`src/sv/dle_pkg.sv`:
```
// Shared constants, types and state codes of the DNS label encoder.
package dle_pkg;

  localparam int unsigned MaxLabel = 63;
  localparam int unsigned CntW     = $clog2(MaxLabel + 1);
  localparam int unsigned AddrW    = $clog2(MaxLabel);
  localparam int unsigned ByteW    = 8;

  localparam logic [ByteW-1:0] DotChar = 8'h2E;

  localparam logic FuncChar = 1'b0;
  localparam logic FuncEnd  = 1'b1;

  typedef enum logic [1:0] {
    StIdle,
    StLen,
    StData,
    StZero
  } state_e;

  typedef struct packed {
    logic             vld;
    logic [ByteW-1:0] out_byte;
    logic             run_last;
    logic             label_truncated;
  } out_word_t;

  typedef struct packed {
    logic             we;
    logic [AddrW-1:0] waddr;
    logic [ByteW-1:0] wdata;
    logic             re;
    logic [AddrW-1:0] raddr;
  } ram_req_t;

endpackage

```
`src/sv/dle_ram.sv`:
```
// Simple dual-port synchronous RAM with a registered read port.
module dle_ram #(
  parameter int unsigned Depth = 63,
  parameter int unsigned Width = 8,
  parameter int unsigned AddrW = $clog2(Depth)
) (
  input  logic             clk_i,
  input  logic             we_i,
  input  logic [AddrW-1:0] waddr_i,
  input  logic [Width-1:0] wdata_i,
  input  logic             re_i,
  input  logic [AddrW-1:0] raddr_i,
  output logic [Width-1:0] rdata_o
);

  logic [Width-1:0] mem [Depth];
  logic [Width-1:0] rdata_q;

  always_ff @(posedge clk_i) begin
    if (we_i) begin
      mem[waddr_i] <= wdata_i;
    end
  end

  always_ff @(posedge clk_i) begin
    if (re_i) begin
      rdata_q <= mem[raddr_i];
    end
  end

  assign rdata_o = rdata_q;

endmodule

```
`src/sv/dle_ctrl.sv`:
```
// Label buffering and replay sequencer of the DNS label encoder.
module dle_ctrl (
  input  logic                      clk_i,
  input  logic                      rst_ni,
  input  logic                      in_valid_i,
  output logic                      in_ready_o,
  input  logic                      in_func_i,
  input  logic [dle_pkg::ByteW-1:0] in_char_i,
  input  logic                      out_free_i,
  output dle_pkg::out_word_t        out_word_o,
  output dle_pkg::ram_req_t         ram_req_o,
  input  logic [dle_pkg::ByteW-1:0] ram_rdata_i
);

  dle_pkg::state_e state_q, state_d;

  logic [dle_pkg::CntW-1:0]  cnt_q, cnt_d;
  logic                      ovf_q, ovf_d;
  logic                      pend_q, pend_d;
  logic [dle_pkg::CntW-1:0]  len_q, len_d;
  logic                      trunc_q, trunc_d;
  logic [dle_pkg::AddrW-1:0] idx_q, idx_d;
  logic                      in_acc;
  logic                      is_dot;
  logic                      data_last;

  assign in_ready_o = (state_q == dle_pkg::StIdle);
  assign in_acc     = in_valid_i && in_ready_o;
  assign is_dot     = (in_char_i == dle_pkg::DotChar);
  assign data_last  = (dle_pkg::CntW'(idx_q) + dle_pkg::CntW'(1)) == len_q;

  // Next state.
  always_comb begin
    state_d = state_q;
    unique case (state_q)
      dle_pkg::StIdle: begin
        if (in_acc) begin
          if (in_func_i == dle_pkg::FuncEnd) begin
            state_d = dle_pkg::StZero;
          end else if (is_dot) begin
            state_d = dle_pkg::StLen;
          end
        end
      end
      dle_pkg::StLen: begin
        if (out_free_i) begin
          state_d = (len_q == '0) ? dle_pkg::StIdle : dle_pkg::StData;
        end
      end
      dle_pkg::StData: begin
        if (pend_q && out_free_i && data_last) begin
          state_d = dle_pkg::StIdle;
        end
      end
      dle_pkg::StZero: begin
        if (out_free_i) begin
          state_d = dle_pkg::StIdle;
        end
      end
      default: state_d = dle_pkg::StIdle;
    endcase
  end

  // Datapath and outputs.
  always_comb begin
    cnt_d      = cnt_q;
    ovf_d      = ovf_q;
    pend_d     = pend_q;
    len_d      = len_q;
    trunc_d    = trunc_q;
    idx_d      = idx_q;
    out_word_o = '0;
    ram_req_o  = '0;
    unique case (state_q)
      dle_pkg::StIdle: begin
        if (in_acc) begin
          if (in_func_i == dle_pkg::FuncEnd) begin
            cnt_d = '0;
            ovf_d = 1'b0;
          end else if (!is_dot) begin
            if (cnt_q < dle_pkg::CntW'(dle_pkg::MaxLabel)) begin
              ram_req_o.we    = 1'b1;
              ram_req_o.waddr = cnt_q[dle_pkg::AddrW-1:0];
              ram_req_o.wdata = in_char_i;
              cnt_d           = cnt_q + dle_pkg::CntW'(1);
            end else begin
              ovf_d = 1'b1;
            end
          end else begin
            len_d   = cnt_q;
            trunc_d = ovf_q;
            cnt_d   = '0;
            ovf_d   = 1'b0;
          end
        end
      end
      dle_pkg::StLen: begin
        if (out_free_i) begin
          out_word_o.vld             = 1'b1;
          out_word_o.out_byte        = dle_pkg::ByteW'(len_q);
          out_word_o.run_last        = (len_q == '0);
          out_word_o.label_truncated = trunc_q;
          if (len_q != '0) begin
            // Fetch the first character; it shows up on the read port next cycle.
            ram_req_o.re    = 1'b1;
            ram_req_o.raddr = '0;
            idx_d           = '0;
            pend_d          = 1'b1;
          end
        end
      end
      dle_pkg::StData: begin
        // The read register holds its word while the output is stalled.
        if (pend_q && out_free_i) begin
          out_word_o.vld             = 1'b1;
          out_word_o.out_byte        = ram_rdata_i;
          out_word_o.run_last        = data_last;
          out_word_o.label_truncated = trunc_q;
          if (data_last) begin
            pend_d = 1'b0;
          end else begin
            ram_req_o.re    = 1'b1;
            ram_req_o.raddr = idx_q + dle_pkg::AddrW'(1);
            idx_d           = idx_q + dle_pkg::AddrW'(1);
          end
        end
      end
      dle_pkg::StZero: begin
        if (out_free_i) begin
          out_word_o.vld      = 1'b1;
          out_word_o.run_last = 1'b1;
        end
      end
      default: begin
        pend_d = 1'b0;
      end
    endcase
  end

  always_ff @(posedge clk_i or negedge rst_ni) begin
    if (!rst_ni) begin
      state_q <= dle_pkg::StIdle;
      cnt_q   <= '0;
      ovf_q   <= 1'b0;
      pend_q  <= 1'b0;
    end else begin
      state_q <= state_d;
      cnt_q   <= cnt_d;
      ovf_q   <= ovf_d;
      pend_q  <= pend_d;
    end
  end

  always_ff @(posedge clk_i) begin
    len_q   <= len_d;
    trunc_q <= trunc_d;
    idx_q   <= idx_d;
  end

`ifndef SYNTHESIS
  a_write_only_idle: assert property (@(posedge clk_i) disable iff (!rst_ni)
    ram_req_o.we |-> state_q == dle_pkg::StIdle)
    else $error("label store written outside idle");

  a_cnt_bound: assert property (@(posedge clk_i) disable iff (!rst_ni)
    cnt_q <= dle_pkg::CntW'(dle_pkg::MaxLabel))
    else $error("label count beyond capacity");

  a_data_needs_read: assert property (@(posedge clk_i) disable iff (!rst_ni)
    (out_word_o.vld && state_q == dle_pkg::StData) |-> pend_q)
    else $error("label byte sent without a pending read");

  a_dot_clears: assert property (@(posedge clk_i) disable iff (!rst_ni)
    (in_acc && in_func_i == dle_pkg::FuncChar && is_dot) |=> (cnt_q == '0 && !ovf_q))
    else $error("label not cleared after dot");

  a_idx_in_range: assert property (@(posedge clk_i) disable iff (!rst_ni)
    (state_q == dle_pkg::StData && pend_q) |-> dle_pkg::CntW'(idx_q) < len_q)
    else $error("replay index beyond label length");
`endif

endmodule

```
`src/sv/dns_label_encoder.sv`:
```
// Top level of the DNS label encoder: sequencer, label store and output register.
//
//   channel   | direction | tdata            | tuser           | tlast
//   s_axis    | in        | name_char [7:0]  | func            | -
//   m_axis    | out       | out_byte [7:0]   | label_truncated | run_last
//
// A name character is written to the label store unless 63 are already held.
// A dot is followed by the length byte and then the label characters; the store is
// read one address per cycle while m_axis does not stall, with the read overlapped.
// An end-of-name word is followed by the zero byte.
// The store needs no clearing after reset; only entries of the current label are read.
// Stalls on m_axis hold the sequencer; new input waits until the run is handed off.
module dns_label_encoder (
  input  logic       clk_i,
  input  logic       rst_ni,
  input  logic       s_axis_tvalid_i,
  output logic       s_axis_tready_o,
  input  logic [7:0] s_axis_tdata_i,   // [7:0] name_char
  input  logic       s_axis_tuser_i,   // [0] func
  output logic       m_axis_tvalid_o,
  input  logic       m_axis_tready_i,
  output logic [7:0] m_axis_tdata_o,   // [7:0] out_byte
  output logic       m_axis_tuser_o,   // [0] label_truncated
  output logic       m_axis_tlast_o
);

  dle_pkg::out_word_t             out_word;
  dle_pkg::ram_req_t              ram_req;
  logic [dle_pkg::ByteW-1:0]      ram_rdata;
  logic                           out_free;
  logic                           out_valid_q;
  logic [dle_pkg::ByteW-1:0]      out_byte_q;
  logic                           out_last_q;
  logic                           out_trunc_q;

  assign out_free = !out_valid_q || m_axis_tready_i;

  dle_ctrl u_ctrl (
    .clk_i       (clk_i),
    .rst_ni      (rst_ni),
    .in_valid_i  (s_axis_tvalid_i),
    .in_ready_o  (s_axis_tready_o),
    .in_func_i   (s_axis_tuser_i),
    .in_char_i   (s_axis_tdata_i),
    .out_free_i  (out_free),
    .out_word_o  (out_word),
    .ram_req_o   (ram_req),
    .ram_rdata_i (ram_rdata)
  );

  dle_ram #(
    .Depth (dle_pkg::MaxLabel),
    .Width (dle_pkg::ByteW),
    .AddrW (dle_pkg::AddrW)
  ) u_store (
    .clk_i   (clk_i),
    .we_i    (ram_req.we),
    .waddr_i (ram_req.waddr),
    .wdata_i (ram_req.wdata),
    .re_i    (ram_req.re),
    .raddr_i (ram_req.raddr),
    .rdata_o (ram_rdata)
  );

  always_ff @(posedge clk_i or negedge rst_ni) begin
    if (!rst_ni) begin
      out_valid_q <= 1'b0;
    end else if (out_word.vld) begin
      out_valid_q <= 1'b1;
    end else if (m_axis_tready_i) begin
      out_valid_q <= 1'b0;
    end
  end

  always_ff @(posedge clk_i) begin
    if (out_word.vld) begin
      out_byte_q  <= out_word.out_byte;
      out_last_q  <= out_word.run_last;
      out_trunc_q <= out_word.label_truncated;
    end
  end

  assign m_axis_tvalid_o = out_valid_q;
  assign m_axis_tdata_o  = out_byte_q;
  assign m_axis_tlast_o  = out_last_q;
  assign m_axis_tuser_o  = out_trunc_q;

endmodule

```
`config.mk`:
```
export PLATFORM = sky130hd
export DESIGN_NAME = dns_label_encoder
export DESIGN_NICKNAME = d
export VERILOG_FILES = /design/src/sv/dle_pkg.sv /design/src/sv/dle_ram.sv /design/src/sv/dle_ctrl.sv /design/src/sv/dns_label_encoder.sv
export SDC_FILE = /design/constraint.sdc
export NUM_CORES = 1
export LEC_CHECK = 0
export BUFFER_PORTS_ARGS = -buffer_cell sky130_fd_sc_hd__buf_2
export CORE_ASPECT_RATIO = 1.5
export CORE_MARGIN = 8
export CORE_UTILIZATION = 62
export CTS_CLUSTER_DIAMETER = 120
export CTS_CLUSTER_SIZE = 24
export DETAILED_ROUTE_END_ITERATION = 10
export PLACE_DENSITY = 0.78
export SYNTH_ARGS = -nofsm -noshare
export SYNTH_HDL_FRONTEND = slang
export SYNTH_SLANG_ARGS = --single-unit
```
`constraint.sdc`:
```
create_clock -name clk_i -period 5 [get_ports clk_i]
set_input_delay 0.75 -clock clk_i [delete_from_list [all_inputs] [get_ports clk_i]]
set_output_delay 0.75 -clock clk_i [all_outputs]
set_load 0.02 [all_outputs]
```
======== Word-level counts from Yosys, hierarchy flattened ========
Memory sizes are Yosys's and may differ from the RTL's. A register that Yosys moved wholly into a read port is not among the register bits.
Cells that the tools add are included.
storage, ports and cells
  register bits after elaboration ......... 34
  output and inout bits ................... 12
  bits in writable memories ............... 504
  memories kept ........................... 1
  input bits .............................. 13
  logic and storage cells ................. 93
cells by class
  muxes and demuxes ....................... 45
  $lt $le $gt $ge ......................... 1
  equality and inequality tests ........... 15
  add/subtract/negate cells ............... 2
  bitwise operators ....................... 1
  reduce and logical (&&, ||, !) cells .... 17
memory list
  memory       depth  bits a word  read ports  clocked after memory_dff  write ports  line           source
  u_store.mem  63     8            1           1                         1            dle_ram.sv:16  logic [Width-1:0] mem [Depth];
operators with widths
  kind                                            number
  2-to-1 mux 15 bit                               5
  2-to-1 mux 6 bit                                7
  2-to-1 mux 7 bit                                4
  2-to-1 mux 11 bit                               2
  case mux 8 bit (2 select lines)                 1
  AND reduction 5 bit                             3
  2-to-1 mux 2 bit                                7
  case mux 7 bit (2 select lines)                 1
  adder 6 x 1 -> 6 bit (second input constant)    2
  2-to-1 mux 1 bit                                12
  != test 2 x 1 -> 1 bit (second input constant)  6
  case mux 6 bit (2 select lines)                 1
  == test 8 x 6 -> 1 bit (second input constant)  1
  case mux 2 bit (4 select lines)                 1
  == test 6 bit                                   1
  zero test 6 bit                                 1
  < comparator 6 bit (second input constant)      1
  case mux 1 bit (3 select lines)                 2
  AND reduction 3 bit                             2
  nonzero test 6 bit                              1
  == test 2 bit (second input constant)           2
  != test 2 bit (second input constant)           2
  case mux 1 bit (2 select lines)                 2
  AND reduction 4 bit                             1
  other kinds (10)                                13

======== Longest topological paths before layout ========
Gate-level depths: netlist of the first run.
  depth after elaboration ................. 8
  gate-level depth with buffers ........... 13
  depth with buffers taken out ............ 10

======== Cells and area by module ========
From an unflattened synthesis of the first run, not the netlist that was laid out.
unflattened totals
  cells, all modules ...................... 1,132
  area, all modules ....................... 21,884.7 µm²
modules (own cells, without submodules)
  module             times used  seq. area each (µm²)  cells an instance  area an instance (µm²)
  dle_ram            1           15,374.7              949                19,886.6
  dle_ctrl           1           640.6                 170                1,650.3
  dns_label_encoder  1           325.3                 13                 347.8

======== Worst setup path after synthesis of the first run ========
OpenSTA, ideal clock, no wires.
  path type ............................... input to register
  start ................................... input m_axis_tready_i
  end ..................................... register u_store.rdata_q[4], in the netlist u_store.rdata_o[4], read port of u_store.mem, data pin
  data arrival time ....................... 2.695 ns
  stages .................................. 9
  path slack .............................. 2.033 ns
  data required time ...................... 4.728 ns
  buffers on the path ..................... 3
  library setup time ...................... 0.272 ns
  cell sequence ........................... nand2b_1 > clkbuf_1 > nand3_1 > clkbuf_1 > a211oi_4 > buf_2 > o311a_1 > a211oi_1 > or4_1
on the way
  word-level cells in the longest chain between the ends .. 4
  elaborated cells between the ends (all ways) .. 5
  classes of those cells .................. mux: 3; reduce/logical: 2
RTL lines
  element                            line                     source
  start: declaration                 dns_label_encoder.sv:21  input logic m_axis_tready_i,
  logical OR 1 bit *                 dns_label_encoder.sv:36  assign out_free = !out_valid_q || m_axis_tready_i;
  logical AND 1 bit                  dle_ctrl.sv:114          if (pend_q && out_free_i) begin
  2-to-1 mux 7 bit                   dle_ctrl.sv:114
  case mux 7 bit (2 select lines) *  dle_ctrl.sv:74           unique case (state_q)
  end: declaration                   dle_ram.sv:17            logic [Width-1:0] rdata_q;
Every way passes the cells marked *; elsewhere a longest branch is shown, timed or not.
A chain may end at the register's enable or synchronous reset.

======== Worst setup path after layout of the first run ========
  start ................................... register u_ctrl.idx_q[0] in the netlist's numbering
  end ..................................... register u_store.rdata_q[7], in the netlist u_store.rdata_o[7], read port of u_store.mem, data pin
on the way
  word-level cells in the longest chain between the ends .. 5
RTL lines
  element                            line                             source
  start: declaration                 dle_ctrl.sv:22                   logic [dle_pkg::AddrW-1:0] idx_q, idx_d;
  start signal: assignment           dle_ctrl.sv:157                  idx_q <= idx_d;
  adder 6 x 1 -> 6 bit *             dle_ctrl.sv:30, dle_ctrl.sv:123
  == test 6 bit                      dle_ctrl.sv:30                   assign data_last = (dle_pkg::CntW'(idx_q) + dle_pkg::CntW'(1)) == len_q;
  2-to-1 mux 7 bit *                 dle_ctrl.sv:119                  if (data_last) begin
  2-to-1 mux 7 bit *                 dle_ctrl.sv:114
  case mux 7 bit (2 select lines) *  dle_ctrl.sv:74
Marks and branches as above.

==> results of run 1 <==
## layer usage
layer | routed length (um) | part of all wire [%] | track usage, %
met5 | 0 | 0 | 0
met4 | 4570 | 8.0 | 19.0
met2 | 28200 | 49 | 45.5
met3 | 5280 | 9.3 | 3.95
met1 | 18900 | 33 | 32.5
## report_power, final
group / internal (W) / switching (W) / leakage, nW / total, W
sequential: 0.00494 / 0.0000000000000000000285 / 3.94 / 0.00494
clock: 0.000992 / 0.00131 / 0.347 / 0.00230
combinational: 0.00000466 / 0.00000566 / 1.66 / 0.0000103
## per-stage QoR
step	hold slack [ps]	cells	utilization, %	setup WS, ps
floorplan	423	1442	-	2030
global placement	445	1905	64.5	824
detailed placement	450	1905	64.5	805
CTS	14.5	1942	66.5	769
global route	29.7	1942	66.6	536
finish	22.4	1942	66.6	731
## worst max-delay path, delay by kind of cell (launching register included)
family | cells | cell delay, ps
xor gates and xnor gates | 1 | 150
adders and majority gates | 1 | 650
and+or+nand+nor | 3 | 860
AOI/OAI and AO/OA | 4 | 1580
DFF | 1 | 510
buffers and inverters | 1 | 370
## cells in the mapped netlist (4+ instances only)
cell type / count / area [um^2]
sky130_fd_sc_hd__nand2b_1: 6 / 37.5
sky130_fd_sc_hd__or3_1: 6 / 37.5
sky130_fd_sc_hd__and2_1: 20 / 125
sky130_fd_sc_hd__a2111oi_0: 4 / 35.0
sky130_fd_sc_hd__o22a_1: 6 / 52.6
sky130_fd_sc_hd__clkbuf_1: 40 / 150
sky130_fd_sc_hd__nand4_1: 7 / 43.8
sky130_fd_sc_hd__o211ai_1: 58 / 435
sky130_fd_sc_hd__buf_1: 8 / 30.0
sky130_fd_sc_hd__mux2_2: 20 / 225
sky130_fd_sc_hd__buf_2: 34 / 170
sky130_fd_sc_hd__or4_1: 4 / 30.0
sky130_fd_sc_hd__a22o_1: 8 / 70.1
sky130_fd_sc_hd__a211o_1: 4 / 35.0
sky130_fd_sc_hd__nand2_1: 32 / 120
sky130_fd_sc_hd__dfrtp_1: 11 / 275
sky130_fd_sc_hd__or2_2: 5 / 31.3
sky130_fd_sc_hd__xor2_1: 5 / 43.8
sky130_fd_sc_hd__a211oi_1: 22 / 165
sky130_fd_sc_hd__xnor2_1: 6 / 52.6
sky130_fd_sc_hd__o2111ai_1: 4 / 35.0
sky130_fd_sc_hd__inv_1: 8 / 30.0
sky130_fd_sc_hd__a21oi_1: 69 / 345
sky130_fd_sc_hd__a31oi_1: 17 / 106
sky130_fd_sc_hd__nand3_1: 15 / 75.1
sky130_fd_sc_hd__edfxtp_1: 535 / 16100
sky130_fd_sc_hd__ha_1: 6 / 75.1
sky130_fd_sc_hd__a21o_1: 5 / 37.5
sky130_fd_sc_hd__mux2i_1: 53 / 531
sky130_fd_sc_hd__nor2b_1: 21 / 131
sky130_fd_sc_hd__o221ai_1: 27 / 236
sky130_fd_sc_hd__a2bb2oi_1: 7 / 61.3
sky130_fd_sc_hd__nor2_1: 141 / 529
sky130_fd_sc_hd__nor3_1: 52 / 260
sky130_fd_sc_hd__o22ai_1: 49 / 307
sky130_fd_sc_hd__o21ai_0: 58 / 290
sky130_fd_sc_hd__mux4_2: 15 / 338
## kinds of logic after synthesis
group,Yosys count,synth area share (%)
and+or+nand+nor,324,7.00
DFF,546,73.8
buffers and inverters,96,1.94
adders and majority gates,6,0.339
xor gates and xnor gates,13,0.650
AOI/OAI and AO/OA,369,11.3
muxes,88,4.94
## worst min path at each step
stage | endpoint | cells after the start | from | slack [ps]
final | u_ctrl.pend_q | 1 | rst_ni | 20
after CTS | m_axis_tvalid_o | 1 | rst_ni | 10
after floorplan | u_ctrl.len_q[4] | 0 | u_ctrl.cnt_q[4] | 420
after detailed placement | u_ctrl.trunc_q | 0 | u_ctrl.ovf_q | 450
after global placement | u_ctrl.trunc_q | 0 | u_ctrl.ovf_q | 440
after global routing | m_axis_tvalid_o | 1 | rst_ni | 30
## area by class of cell
type                            instances  share of cell area [%]
Sequential cell                       546                    69.1
Multi-Input combinational cell        800                    23.0
Clock buffer                           36                    3.00
Tap cell                              478                    2.53
Timing Repair Buffer                   72                    2.19
Inverter                                9                   0.143
Clock inverter                          1                  0.0370
## registers in the layout (all words and copies together), names as in the netlist
| name | cells |
|---|---|
| u_store.mem | 504 |
| m_axis_tdata_o | 8 |
| u_store.rdata_o | 8 |
| u_ctrl.cnt_q | 6 |
| u_ctrl.idx_q | 6 |
| u_ctrl.len_q | 6 |
| u_ctrl.state_q | 2 |
| m_axis_tlast_o | 1 |
| m_axis_tuser_o | 1 |
| m_axis_tvalid_o | 1 |
| u_ctrl.ovf_q | 1 |
| u_ctrl.pend_q | 1 |
| u_ctrl.trunc_q | 1 |
==> implementation parameters, run 1 <==
Parameter                              Value

Outcome
  Run status    completed

Worst setup path
  Crit-path max FO    35
  Slack of the worst reg-to-reg path    730 ps
  R2r worst-path depth    10
  Launching point of the worst reg2reg path    u_ctrl.idx_q[0]
  Capture instance of the worst register-to-register path    u_store.rdata_o[7]
  Highest cell delay on the worst timing path    930 ps
  WS Path Type    reg2reg
  Critical path, cell by cell    ha_4 -> xor2_1 -> nor3_2 -> nand3_2 -> o21ai_2 -> buf_4 -> o22ai_1 -> o22a_1 -> a31oi_1 -> or4_1
  Critical path startpoint    u_ctrl.idx_q[0]
  CP Launch Type    flop
  CP Data Required Time    5470 ps
  Crit. End Element    flop
  Critical Path End    u_store.rdata_o[7]
  Critical Path AT    4730 ps
  Slowest cell on crit path    sky130_fd_sc_hd__o21ai_2

Logic synthesis
  Proportion of synthesized chip area in sequential cells    73.8%
  Warning count from the yosys run    0
  Number of storage elements in the synthesis netlist    546
  Net count after synthesis    1,461
  Area of the mapped netlist    0.0221 mm^2
  Gate count after technology mapping    1,442
  Most used DFF post-synth    sky130_fd_sc_hd__edfxtp_1
  Post-synth cell types    67
  Number of enable-type register cells in the synthesized netlist    535
  Post-synthesis average cell area    15.4 um^2
  Post-synthesis async set-or-reset flop share    2.01%

Global route
  First-pass GRT wire length    83,900 um
  Pin count of the biggest net entering global routing    153
  Gr usage total    27.3%
  Antenna violations before repair    0
  Total overflow reported by the global router    0
  Via count of the first global-routing pass    13,120

Hold path
  Worst hold path class    in2async

Floorplan
  Area of the die    0.0421 mm^2
  Starting utilization of the core area    62.3%
  Core region area    0.0355 mm^2
  Chip height    247 um
  Floorplan row count    85
  Die X-Extent    170 um
  # IOs    25

Final layout
  Diodes inserted    0
  FILL cells    2,416
  Post-synthesis to final-layout area growth    6.78%
  Most common cell after layout, fill and taps aside    sky130_fd_sc_hd__edfxtp_1
  Sequential cell area    0.0163 mm^2
  Final Cell Area    0.0236 mm^2
  Fraction of final layout cells sized beyond drive strength 1    11.3%
  Number of nets at the end of the flow    1,474
  Highest-count cells in the layout ignoring fill and taps    535 x sky130_fd_sc_hd__edfxtp_1, 141 x sky130_fd_sc_hd__nor2_1, 69 x sky130_fd_sc_hd__a21oi_1
  Multi-input gate area    0.00543 mm^2

Routing
  Post-detailed-routing wire length    57,000 um
  Total via count after detailed routing    13,424
  Detailed-route DRC error count    0
  Antenna-violating nets left    0
  Detailed Route Iter0 Violations    1,921
  First drt pass iteration count    5
  Detailed-route wire length per cell    29.3 um
  Vias per cell    6.91

Clock tree
  Number of setup buffers added after CTS    0
  Skew-Pair Late Insertion Delay    590 ps
  Count of hold buffers inserted by post-cts repair    0
  Clock tree from TritonCTS    yes
  H-tree levels    1
  Clock transition at the registers of the reported paths    100 ps
  CTS sink count    546
  Clock root buffer    sky130_fd_sc_hd__clkbuf_16
  Max clock buf depth    3
  Post-cts gate resize count    0
  Num CTS Buffers    26

Timing
  Max Fclk    234 MHz
  Layout Skew    20.1 ps
  Final hold vios    0
  Setup TNS after final layout    0 ps
  Share of the clock period used by the worst path    85.4%
  Setup violations, final    0
  Headroom to the max-slew limit    17.0%
  Unrepaired setup endpoints after global routing    no
  Count of pins over their slew limit    0
  Final critical path time including I/O delays and setup    4270 ps
  Transition time at the pin with the least slew margin    1250 ps

Pwr
  Pwr dens    307 mW/mm^2
  Design Power    0.00725 W
  Leakage power    5.95 nW
  Worst VDD drop    289 uV

Placed design
  Half-perimeter wire length of the detailed placement result    38,000 um
  Placer's final routability congestion estimate    0.966
  Placed Area    0.0229 mm^2
  Number of port buffers    24

Job
  Max-cap viol count    0
Power figures use the tool's default switching activity.
==> run 2, diff against run 1 <==
--- a/config.mk
+++ b/config.mk
@@ -8,11 +8,10 @@
 export BUFFER_PORTS_ARGS = -buffer_cell sky130_fd_sc_hd__buf_2
 export CORE_ASPECT_RATIO = 1.5
 export CORE_MARGIN = 8
-export CORE_UTILIZATION = 62
+export CORE_UTILIZATION = 45
 export CTS_CLUSTER_DIAMETER = 120
 export CTS_CLUSTER_SIZE = 24
 export DETAILED_ROUTE_END_ITERATION = 10
-export PLACE_DENSITY = 0.78
 export SYNTH_ARGS = -nofsm -noshare
 export SYNTH_HDL_FRONTEND = slang
 export SYNTH_SLANG_ARGS = --single-unit
==> run 2 against run 1 <==
Total power increased by 0.74%. Utilization decreased by 17 points. Clock skew decreased by 2.5 ps. Critical path depth decreased by 1. Cell area increased by 1.4%. Fmax decreased by 2.0%. Clock power increased by 3%. First-iteration DRC count decreased by 29%. Largest cell class unchanged. Hold slack about the same. Worst setup slack got worse by 88 ps.
==> implementation parameters, run 2 (same netlist as run 1, synthesis figures left out) <==
Parameter                              Value

Floorplan
  Floorplan row count    99 (+16%)
  Core region area    0.0487 mm^2 (+37%)
  # IOs    25 (unchanged)
  Die X-Extent    197 um (+16%)
  Area of the die    0.0567 mm^2 (+35%)
  Chip height    288 um (+16%)
  Starting utilization of the core area    45.5% (-17 points)

Worst setup path
  WS Path Type    reg2reg
  R2r worst-path depth    9 (-1)
  Launching point of the worst reg2reg path    u_ctrl.idx_q[1]
  Critical Path AT    4670 ps (-60 ps)
  Crit. End Element    flop
  Crit-path max FO    32 (-8.6%)
  CP Data Required Time    5320 ps (-150 ps)
  Critical path, cell by cell    ha_4 -> clkinv_1 -> nor2_1 -> o21ai_2 -> buf_4 -> a211oi_1 -> o211ai_1 -> a221oi_1 -> o21ai_0
  Highest cell delay on the worst timing path    610 ps (-320 ps)
  Slack of the worst reg-to-reg path    640 ps (-90 ps)
  Slowest cell on crit path    sky130_fd_sc_hd__nor2_1
  CP Launch Type    flop
  Capture instance of the worst register-to-register path    u_store.rdata_o[6]

Routing
  Post-detailed-routing wire length    61,200 um (+7.5%)
  Detailed-route wire length per cell    28.6 um (-2.4%)
  Vias per cell    6.19 (-10%)
  Total via count after detailed routing    13,250 (-1.3%)
  Antenna-violating nets left    0 (unchanged)
  Detail Route met3 WL    3730 um (-29%)
  Detailed route wirelength on metal2    30,600 um (+8.8%)
  Highest metal layer used by the detailed router    met4
  First drt pass iteration count    6 (+1)
  Detailed Route Iter0 Violations    1,370 (-29%)
  Detailed-route DRC error count    0 (unchanged)
  Wl on met1    22,900 um (+21%)

Timing
  Unrepaired setup endpoints after global routing    no
  Final hold vios    0 (unchanged)
  Max Fclk    229 MHz (-2.0%)
  Final critical path time including I/O delays and setup    4360 ps (+88.3 ps)
  Headroom to the max-slew limit    21.9% (+5.0 points)
  Layout Skew    17.6 ps (-2.45 ps)
  Transition time at the pin with the least slew margin    1170 ps (-74.5 ps)
  Setup violations, final    0 (unchanged)
  Setup TNS after final layout    0 ps (unchanged)
  Count of pins over their slew limit    0 (unchanged)
  Share of the clock period used by the worst path    87.1% (+1.8 points)

Placed design
  Placer's final routability congestion estimate    0.916 (-5.2%)
  Number of port buffers    24 (unchanged)
  Half-perimeter wire length of the detailed placement result    40,400 um (+6.4%)
  Placed Instances    2,102 (+10%)

Global route
  Via count of the first global-routing pass    13,084 (-0.27%)
  Pin count of the biggest net entering global routing    64 (-58%)
  Antenna violations before repair    0 (unchanged)
  Total overflow reported by the global router    0 (unchanged)
  Gr usage total    21.6% (-5.8 points)
  First-pass GRT wire length    89,600 um (+6.9%)

Final layout
  Largest register by flop count    u_store.mem
  Fraction of final layout cells sized beyond drive strength 1    12.5% (+1.2 points)
  Fraction of the core area covered by cells at the end of the flow    49.2% (-17 points)
  Post-route insts no fill    2,139 (+10%)
  Number of nets at the end of the flow    1,493 (+1.3%)
  Diodes inserted    0 (unchanged)
  Number of flip-flops in the largest register    504 (unchanged)
  Highest-count cells in the layout ignoring fill and taps    535 x sky130_fd_sc_hd__edfxtp_1, 140 x sky130_fd_sc_hd__nor2_1, 69 x sky130_fd_sc_hd__a21oi_1
  Post-synthesis to final-layout area growth    8.25%
  Most common cell after layout, fill and taps aside    sky130_fd_sc_hd__edfxtp_1

Clock tree
  Count of hold buffers inserted by post-cts repair    0 (unchanged)
  H-tree levels    1 (unchanged)
  Num CTS Buffers    26 (unchanged)
  Max clock buf depth    3 (unchanged)
  Number of setup buffers added after CTS    0 (unchanged)
  Clock transition at the registers of the reported paths    100 ps (about the same)
  Clock root buffer    sky130_fd_sc_hd__clkbuf_16
  Clock tree from TritonCTS    yes
  Post-cts gate resize count    0 (unchanged)
  CTS sink count    546 (unchanged)
  Skew-Pair Late Insertion Delay    590 ps (about the same)

Job
  Max-cap viol count    0 (unchanged)

Hold path
  Worst hold path class    in2async

Pwr
  Worst VDD drop    243 uV (-16%)
  Design Power    0.00730 W (+0.74%)
  Leakage power    6.03 nW (+1.4%)
  Pwr dens    305 mW/mm^2 (-0.64%)

Outcome
  Run status    completed
-- run 2: critical path: cells and delay by family, from the launching register on --
family / cells / cell delay, ps
AOI/OAI and AO/OA: 5 / 1650
buffers and inverters: 2 / 780
and+or+nand+nor: 1 / 610
adders and majority gates: 1 / 580
DFF: 1 / 450
-- run 2: area by class of cell --
class | instances | area (um^2)
Fill cell | 4079 | 24700
Sequential cell | 546 | 16300
Multi-Input combinational cell | 800 | 5430
Tap cell | 656 | 821
Clock buffer | 36 | 709
Timing Repair Buffer | 91 | 623
Inverter | 9 | 33.8
Clock inverter | 1 | 8.76
-- run 2: worst max path at each step --
stage                              end  slack, ps       startpoint
global route        u_store.rdata_o[6]        420  u_ctrl.idx_q[0]
finish              u_store.rdata_o[6]        640  u_ctrl.idx_q[1]
CTS                 u_store.rdata_o[6]        690  u_ctrl.idx_q[1]
global placement    u_store.rdata_o[6]        650  u_ctrl.idx_q[1]
floorplan           u_store.rdata_o[4]       2030  m_axis_tready_i
detailed placement  u_store.rdata_o[6]        710  u_ctrl.idx_q[1]
-- run 2: metrics by stage --
stage	setup slack (ps)	area, um^2	hold WS (ps)
after floorplan	2030	22100	423
after global placement	652	23200	445
after detailed placement	713	23200	436
after CTS	686	24000	10.2
after global routing	424	24000	37.1
final	643	24000	22.9
-- run 2: power breakdown --
part	internal, W	total [W]	switching [W]
registers	0.00494	0.00494	0.0000000000000000000226
logic	0.00000466	0.0000103	0.00000563
clock network	0.000994	0.00236	0.00136
-- run 2: metal layers --
metal  vias to the layer above  global-route usage, %
li1                       5775                      -
met1                      6754                   26.5
met2                       570                   36.7
met3                       151                   2.23
met4                         0                   12.5
met5                         -                      0
